<file path="src/sv/ffa_pkg.sv">
`timescale 1ns / 1ps
// Shared types, constants and state codes for the first-fit heap allocator.
package ffa_pkg;

  // Heap geometry
  localparam int HEAP_BYTES = 65536;
  localparam int ALIGN_BYTES = 8;
  localparam int ALIGN_SH = 3;
  localparam int HEADER_BYTES = 32;
  localparam int HDR = ((HEADER_BYTES + ALIGN_BYTES - 1) / ALIGN_BYTES) * ALIGN_BYTES;
  localparam int NU = HEAP_BYTES / ALIGN_BYTES;
  localparam int IDX_W = $clog2(NU);
  localparam int SIZE_W = 17;
  localparam int NEED_W = 33;
  localparam int PROD_W = 32;

  // Command codes
  typedef enum logic [1:0] {
    CMD_ALLOC = 2'd0,
    CMD_FREE  = 2'd1,
    CMD_INIT  = 2'd2
  } ffa_cmd_e;

  // Status codes
  typedef enum logic [1:0] {
    ST_OK          = 2'd0,
    ST_OOM         = 2'd1,
    ST_BAD_MARK    = 2'd2,
    ST_DOUBLE_FREE = 2'd3
  } ffa_status_e;

  // Configuration register indexes
  typedef enum logic [1:0] {
    CFG_HEAP_BASE    = 2'd0,
    CFG_HEAP_BYTES   = 2'd1,
    CFG_SPLIT_MARGIN = 2'd2
  } ffa_cfg_idx_e;

  // Return points of the coalescing routine
  typedef enum logic [1:0] {
    RET_FREE0,
    RET_FREEB,
    RET_PASS
  } ffa_ret_e;

  // Sequencer states
  typedef enum logic [4:0] {
    S_IDLE,
    S_CLR,
    S_A_HRD,
    S_A_HCHK,
    S_FF_RD,
    S_FF_CHK,
    S_P_RD,
    S_P_CHK,
    S_A_TAKE,
    S_A_DEC,
    S_A_NBWR,
    S_A_NXRD,
    S_A_NXWR,
    S_A_UWR,
    S_F_OFF,
    S_F_RD,
    S_F_CHK,
    S_F_WR,
    S_C_RD,
    S_C_CHK,
    S_C_BK,
    S_C_BKCHK,
    S_C_FW,
    S_C_FWCHK,
    S_C_JOIN,
    S_C_MK,
    S_C_MKWR,
    S_C_FWR,
    S_C_NRD,
    S_C_NWR,
    S_DONE
  } ffa_state_e;

  // One block header
  typedef struct packed {
    logic              mark;
    logic              used;
    logic [SIZE_W-1:0] size;
    logic [IDX_W-1:0]  nxt;
    logic [IDX_W-1:0]  prv;
    logic              hasn;
    logic              hasp;
  } ffa_hdr_t;

  typedef struct packed {
    logic [1:0]  cmd;
    logic [15:0] elem_length;
    logic [15:0] elem_count;
    logic [31:0] free_address;
  } ffa_in_t;

  typedef struct packed {
    logic [1:0]        status;
    logic [31:0]       data_address;
    logic [SIZE_W-1:0] allocated_bytes;
  } ffa_out_t;

  typedef struct packed {
    logic [31:0]       heap_base;
    logic [SIZE_W-1:0] heap_bytes;
    logic [12:0]       split_margin;
  } ffa_cfg_t;

  // Engine status toward the channel logic
  typedef struct packed {
    logic idle;
    logic res_valid;
  } ffa_eng_sts_t;

endpackage

</file>
<file path="src/sv/ffa_size.sv">
`timescale 1ns / 1ps
// Request size unit: length times count, rounded up to the alignment.
module ffa_size (
  input  logic                       clk,
  input  logic                       load,
  input  logic [15:0]                elem_length,
  input  logic [15:0]                elem_count,
  output logic [ffa_pkg::NEED_W-1:0] need
);

  logic [ffa_pkg::PROD_W-1:0] prod_r;
  logic [ffa_pkg::NEED_W-1:0] need_r;
  logic [ffa_pkg::NEED_W-1:0] rnd;

  // Product stage
  always_ff @(posedge clk) begin
    if (load) begin
      prod_r <= ffa_pkg::PROD_W'(elem_length) * ffa_pkg::PROD_W'(elem_count);
    end
  end

  // Zero counts as one unit, then round up
  always_comb begin
    if (prod_r == '0) begin
      rnd = ffa_pkg::NEED_W'(ffa_pkg::ALIGN_BYTES);
    end else begin
      rnd = ffa_pkg::NEED_W'(prod_r) + ffa_pkg::NEED_W'(ffa_pkg::ALIGN_BYTES - 1);
      rnd[ffa_pkg::ALIGN_SH-1:0] = '0;
    end
  end

  always_ff @(posedge clk) begin
    need_r <= rnd;
  end

  assign need = need_r;

endmodule

</file>
<file path="config.mk">
export PLATFORM = sky130hd
export DESIGN_NAME = ffa_size
export DESIGN_NICKNAME = d
export VERILOG_FILES = /design/src/sv/ffa_pkg.sv /design/src/sv/ffa_size.sv
export SDC_FILE = /design/constraint.sdc
export NUM_CORES = 1
export LEC_CHECK = 0
export BUFFER_PORTS_ARGS = -buffer_cell sky130_fd_sc_hd__buf_2
export CORE_MARGIN = 1.5
export CORE_UTILIZATION = 30
export CTS_CLUSTER_SIZE = 16
export DETAILED_ROUTE_END_ITERATION = 8
export RECOVER_POWER = 100
export SETUP_SLACK_MARGIN = 0.1
export SYNTH_ARGS = -nofsm -noshare
export SYNTH_HDL_FRONTEND = slang
export SYNTH_SLANG_ARGS = --single-unit
export TNS_END_PERCENT = 1
</file>
<file path="constraint.sdc">
create_clock -name clk -period 7.2 [get_ports clk]
set_input_delay 0.36 -clock clk [delete_from_list [all_inputs] [get_ports clk]]
set_output_delay 0.36 -clock clk [all_outputs]
set_load 0.1 [all_outputs]
</file>
---- Word level (Yosys, flattened, before mapping) ----
Index checks and enable logic that the tools add are counted.
operators by class
  $add $sub $neg .......................... 1
  multiply operators ...................... 1
  reduce and logical (&&, ||, !) cells .... 1
operators by type and width
  kind                                           count
  adder 32 x 3 -> 33 bit, second input constant  1
  logical NOT 32 bit                             1
  multiplier 16 x 16 -> 32 bit                   1
storage, ports and cells
  register bits after elaboration ......... 65
  input bits .............................. 34
  output and inout port bits .............. 33

---- Longest topological paths before layout ----
  depth after elaboration ................. 1
  depth in mapped cells ................... 21

---- Worst setup path before layout ----
Ideal clock, no wire load.
  path kind ............................... in2reg
  start ................................... in elem_count[7]
  end ..................................... reg prod_r[19] in the netlist's numbering (data pin)
  setup time .............................. 0.270 ns
  data arrival time ....................... 5.485 ns
  stages on the path ...................... 21
  slack ................................... 1.445 ns
  data required time ...................... 6.930 ns
  cell sequence ........................... clkbuf_1 > nand2_1 > fa_1 > inv_1 > fa_1 > inv_1 > fa_1 > inv_1 > fa_1 > fa_1 > inv_1 > fa_1 > inv_1 > ha_1 > clkbuf_2 > nand2_1 > or3_1 > o22ai_2 > nand3_1 > a311oi_1 > xor2_1
on the way
  longest elaborated chain between the ends .. 1
RTL lines
  element                       line            RTL
  from (decl)                   ffa_size.sv:7   input logic [15:0] elem_count,
  multiplier 16 x 16 -> 32 bit  ffa_size.sv:18  prod_r <= ffa_pkg::PROD_W'(elem_length) * ffa_pkg::PROD_W'(elem_count);
  to (signal assigned)          ffa_size.sv:18
  to (decl)                     ffa_size.sv:11  logic [ffa_pkg::PROD_W-1:0] prod_r;
No other way between the ends.
A chain may end at the register's enable or synchronous reset.

---- Worst setup path after layout ----
  start ................................... in elem_length[0]
  end ..................................... reg prod_r[25] in the netlist's numbering (data pin)
on the way
  longest elaborated chain between the ends .. 1
RTL lines
  element                       line            RTL
  from (decl)                   ffa_size.sv:6   input logic [15:0] elem_length,
  multiplier 16 x 16 -> 32 bit  ffa_size.sv:18
No other way between the ends.

==> flow_summary.json <==
{
  "dp_hpwl_um": 21060,
  "worst_pin_slew_ns": 1.713,
  "hold_depth": 1,
  "grt_overflow": 0,
  "status": "finished, violations left",
  "cts_root_buf": "clkbuf_16",
  "cts_buffers": 9,
  "hold_viol_final": 0,
  "cts_hold_buffers": 0,
  "via_per_inst": 4.696,
  "r2r-start": "prod_r[7]$_DFFE_PP_",
  "ys_seq_area_share_pct": 14.39,
  "fp-row-count": 69,
  "htree_num_levels": 3,
  "period_share_pct": 85.66,
  "synth_area_um2": 10850,
  "drt_iter0_markers": 349,
  "end_kind": "flip-flop",
  "clkLatencyLatePin_ns": 0.33,
  "fmax_ghz": 0.1621,
  "synth_area_per_cell_um2": 9.233,
  "setup_viol_count_final": 0,
  "yosysWarnings": 0,
  "vias": 7851,
  "start_util_pct": 30.50,
  "wirelength_um": 25460,
  "worstPathRequired_ns": 7.27,
  "cts_num_sinks": 62,
  "rsz0062_at_grt": "no",
  "antennaDiodeCount": 0,
  "synthCells": 1175,
  "clockBufferDepth": 2,
  "synth_cell_types": 52,
  "io_buffers": 63,
  "startpoint_type": "primary input",
  "ys.flop_type": "edfxtp_1",
  "firstDrtPassIters": 5,
  "maxSlewViolCount": 33,
  "synthToLayoutAreaGrowth_pct": 8.408,
  "crit_type": "primary input to flip-flop",
  "die_w_um": 193.2,
  "hold_path_class": "flip-flop to flip-flop",
  "ios": 67,
  "fin_crit_ns": 6.167,
  "worstHoldEndpoint": "need[15]$_SDFF_PN0_",
  "synth_edf_count": 32,
  "grt_max_degree": 33,
  "layout-drive-gt1-share_pct": 4.211,
  "core_um2": 35570,
  "antenna_found_initial": 0,
  "violations": "capacitance limit, slew limit",
  "synth_top_area_cell": "fa_1",
  "die-area_um2": 37310,
  "die_y_um": 193.2,
  "final_antenna_net_count": 0,
  "yosys.area.top_type_share_pct": 35.80,
  "maxCapViolations": 1,
  "min-delay-start": "prod_r[15]$_DFFE_PP_",
  "path_clk_slew_ns": 0.05,
  "gp_congestion": 0.8677,
  "drc": 0,
  "r2r-end": "need[31]$_SDFF_PN0_",
  "skew_ns": 0.007942,
  "grt_pass1_wl_um": 42480,
  "nNetsFinal": 1538,
  "grt_pass1_vias": 8334,
  "cts_tree": "built",
  "synth-async-reset-ratio_pct": 0,
  "ctsResizeCount": 0,
  "ys_seq_elements": 62,
  "reg2reg_depth": 6,
  "wire_per_inst_um": 15.23,
  "r2r_slack_ns": 4.33,
  "yosys-top-cells-area": "fa_1 36%, ha_1 12%, edfxtp_1 8.9%",
  "worst-endpoint-arrival_ns": 6.24,
  "tns_ns": 0,
  "post-cts-setup-buffer-count": 0,
  "critical_path.max_fanout": 16,
  "max_slew_margin_pct": -14.21,
  "grtUsageTotal_pct": 14.56
}
-- registers in the layout (all words and copies together) (netlist names) --
| name | flops |
|---|---|
| need | 30 |
| prod_r | 32 |
-- synthesized netlist by cell type (3+ instances only) --
library cell	count
a211oi_1	4
a21o_1	7
nor3_1	7
nor2_1	27
dfxtp_1	30
and2_1	123
edfxtp_1	32
nand4_1	11
o2111ai_1	3
and3_1	7
nand2_1	174
nand3_1	18
xor2_1	18
a21oi_1	26
nor4_1	6
o21a_1	4
xnor2_1	40
ha_1	104
a31oi_1	3
fa_1	194
inv_1	244
clkbuf_1	40
o21ai_0	16
o21bai_1	4
buf_4	3
-- cell type report --
class,count,area [um2]
Multi-Input combinational cell,826,8115
Timing Repair Buffer,63,275.3
Inverter,244,915.9
Tap cell,461,576.8
Clock inverter,5,73.82
Sequential cell,62,1562
Fill cell,3783,23810
Clock buffer,11,242.7
-- how the worst max path moves through the flow --
stage	from	slack (ns)	endpoint	cells past startpoint
floorplan	elem_count[7]	1.45	prod_r[19]$_DFFE_PP_	21
global placement	elem_count[7]	1.19	prod_r[19]$_DFFE_PP_	20
detailed placement	elem_count[7]	1.08	prod_r[19]$_DFFE_PP_	20
CTS	elem_count[7]	1.40	prod_r[19]$_DFFE_PP_	20
global route	elem_length[0]	0.71	prod_r[25]$_DFFE_PP_	20
finish	elem_length[0]	1.03	prod_r[25]$_DFFE_PP_	18
-- stage by stage --
| step | setup WS (ns) | hold WS [ns] | cell area (um2) | cells | utilization (%) |
|---|---|---|---|---|---|
| 2_1_floorplan | 1.445 | 0.4664 | 10860 | 1177 | - |
| 3_3_place_gp | 1.190 | 0.5138 | 11570 | 1656 | 32.52 |
| 3_5_place_dp | 1.083 | 0.5146 | 11570 | 1656 | 32.52 |
| 4_1_cts | 1.400 | 0.5267 | 11880 | 1672 | 33.41 |
| 5_1_grt | 0.7059 | 0.5505 | 11760 | 1672 | 33.07 |
| 6_report | 1.033 | 0.5180 | 11760 | 1672 | 33.07 |
-- placed cells by master, fill, tap and decap left out, drive strengths merged, types with 8 or more instances in the layout --
cell type	instances
nand4	12
and3	8
a21oi	26
edfxtp	32
and2	123
clkbuf	43
o21ai	16
buf	31
a21o	8
ha	104
fa	194
dfxtp	30
nand2	174
nand3	18
inv	244
xor2	18
nor2	29
xnor2	40
-- logic make-up (layout without fill, tap and decap cells) --
| family | count (synthesis) | count (layout) | share of synthesized area, % |
|---|---|---|---|
| simple gates | 385 | 385 | 17.78 |
| fa+ha+maj | 298 | 298 | 47.79 |
| buf+inv | 289 | 323 | 10.13 |
| compound gates | 82 | 82 | 5.190 |
| flops | 62 | 62 | 14.39 |
| xor+xnor | 58 | 58 | 4.682 |
| other cells | 1 | 3 | 0.03456 |
-- critical path, cell delays in order --
cell and delay, ns:
clkbuf_1 0.66, nand2_1 0.18, fa_1 0.55, fa_1 0.43, inv_1 0.07, ha_1 0.14, inv_1 0.06, fa_1 0.55
fa_1 0.46, fa_1 0.55, inv_1 0.04, ha_1 0.34, and3_2 0.21, a221oi_1 0.69, o22ai_1 0.25, a211o_2 0.40
a21boi_0 0.22, xnor2_1 0.09
-- routing by layer --
| metal | track usage [%] | wire length (um) | vias to the layer above |
|---|---|---|---|
| li1 | - | - | 3638 |
| met1 | 18.75 | 11000 | 4038 |
| met2 | 26.25 | 13280 | 149 |
| met3 | 1.665 | 840 | 26 |
| met4 | 2.899 | 338 | 0 |
| met5 | 0 | 0 | - |
Power is not shown: default switching activity piles up to over one toggle a cycle in this logic, so the estimate is an artifact.
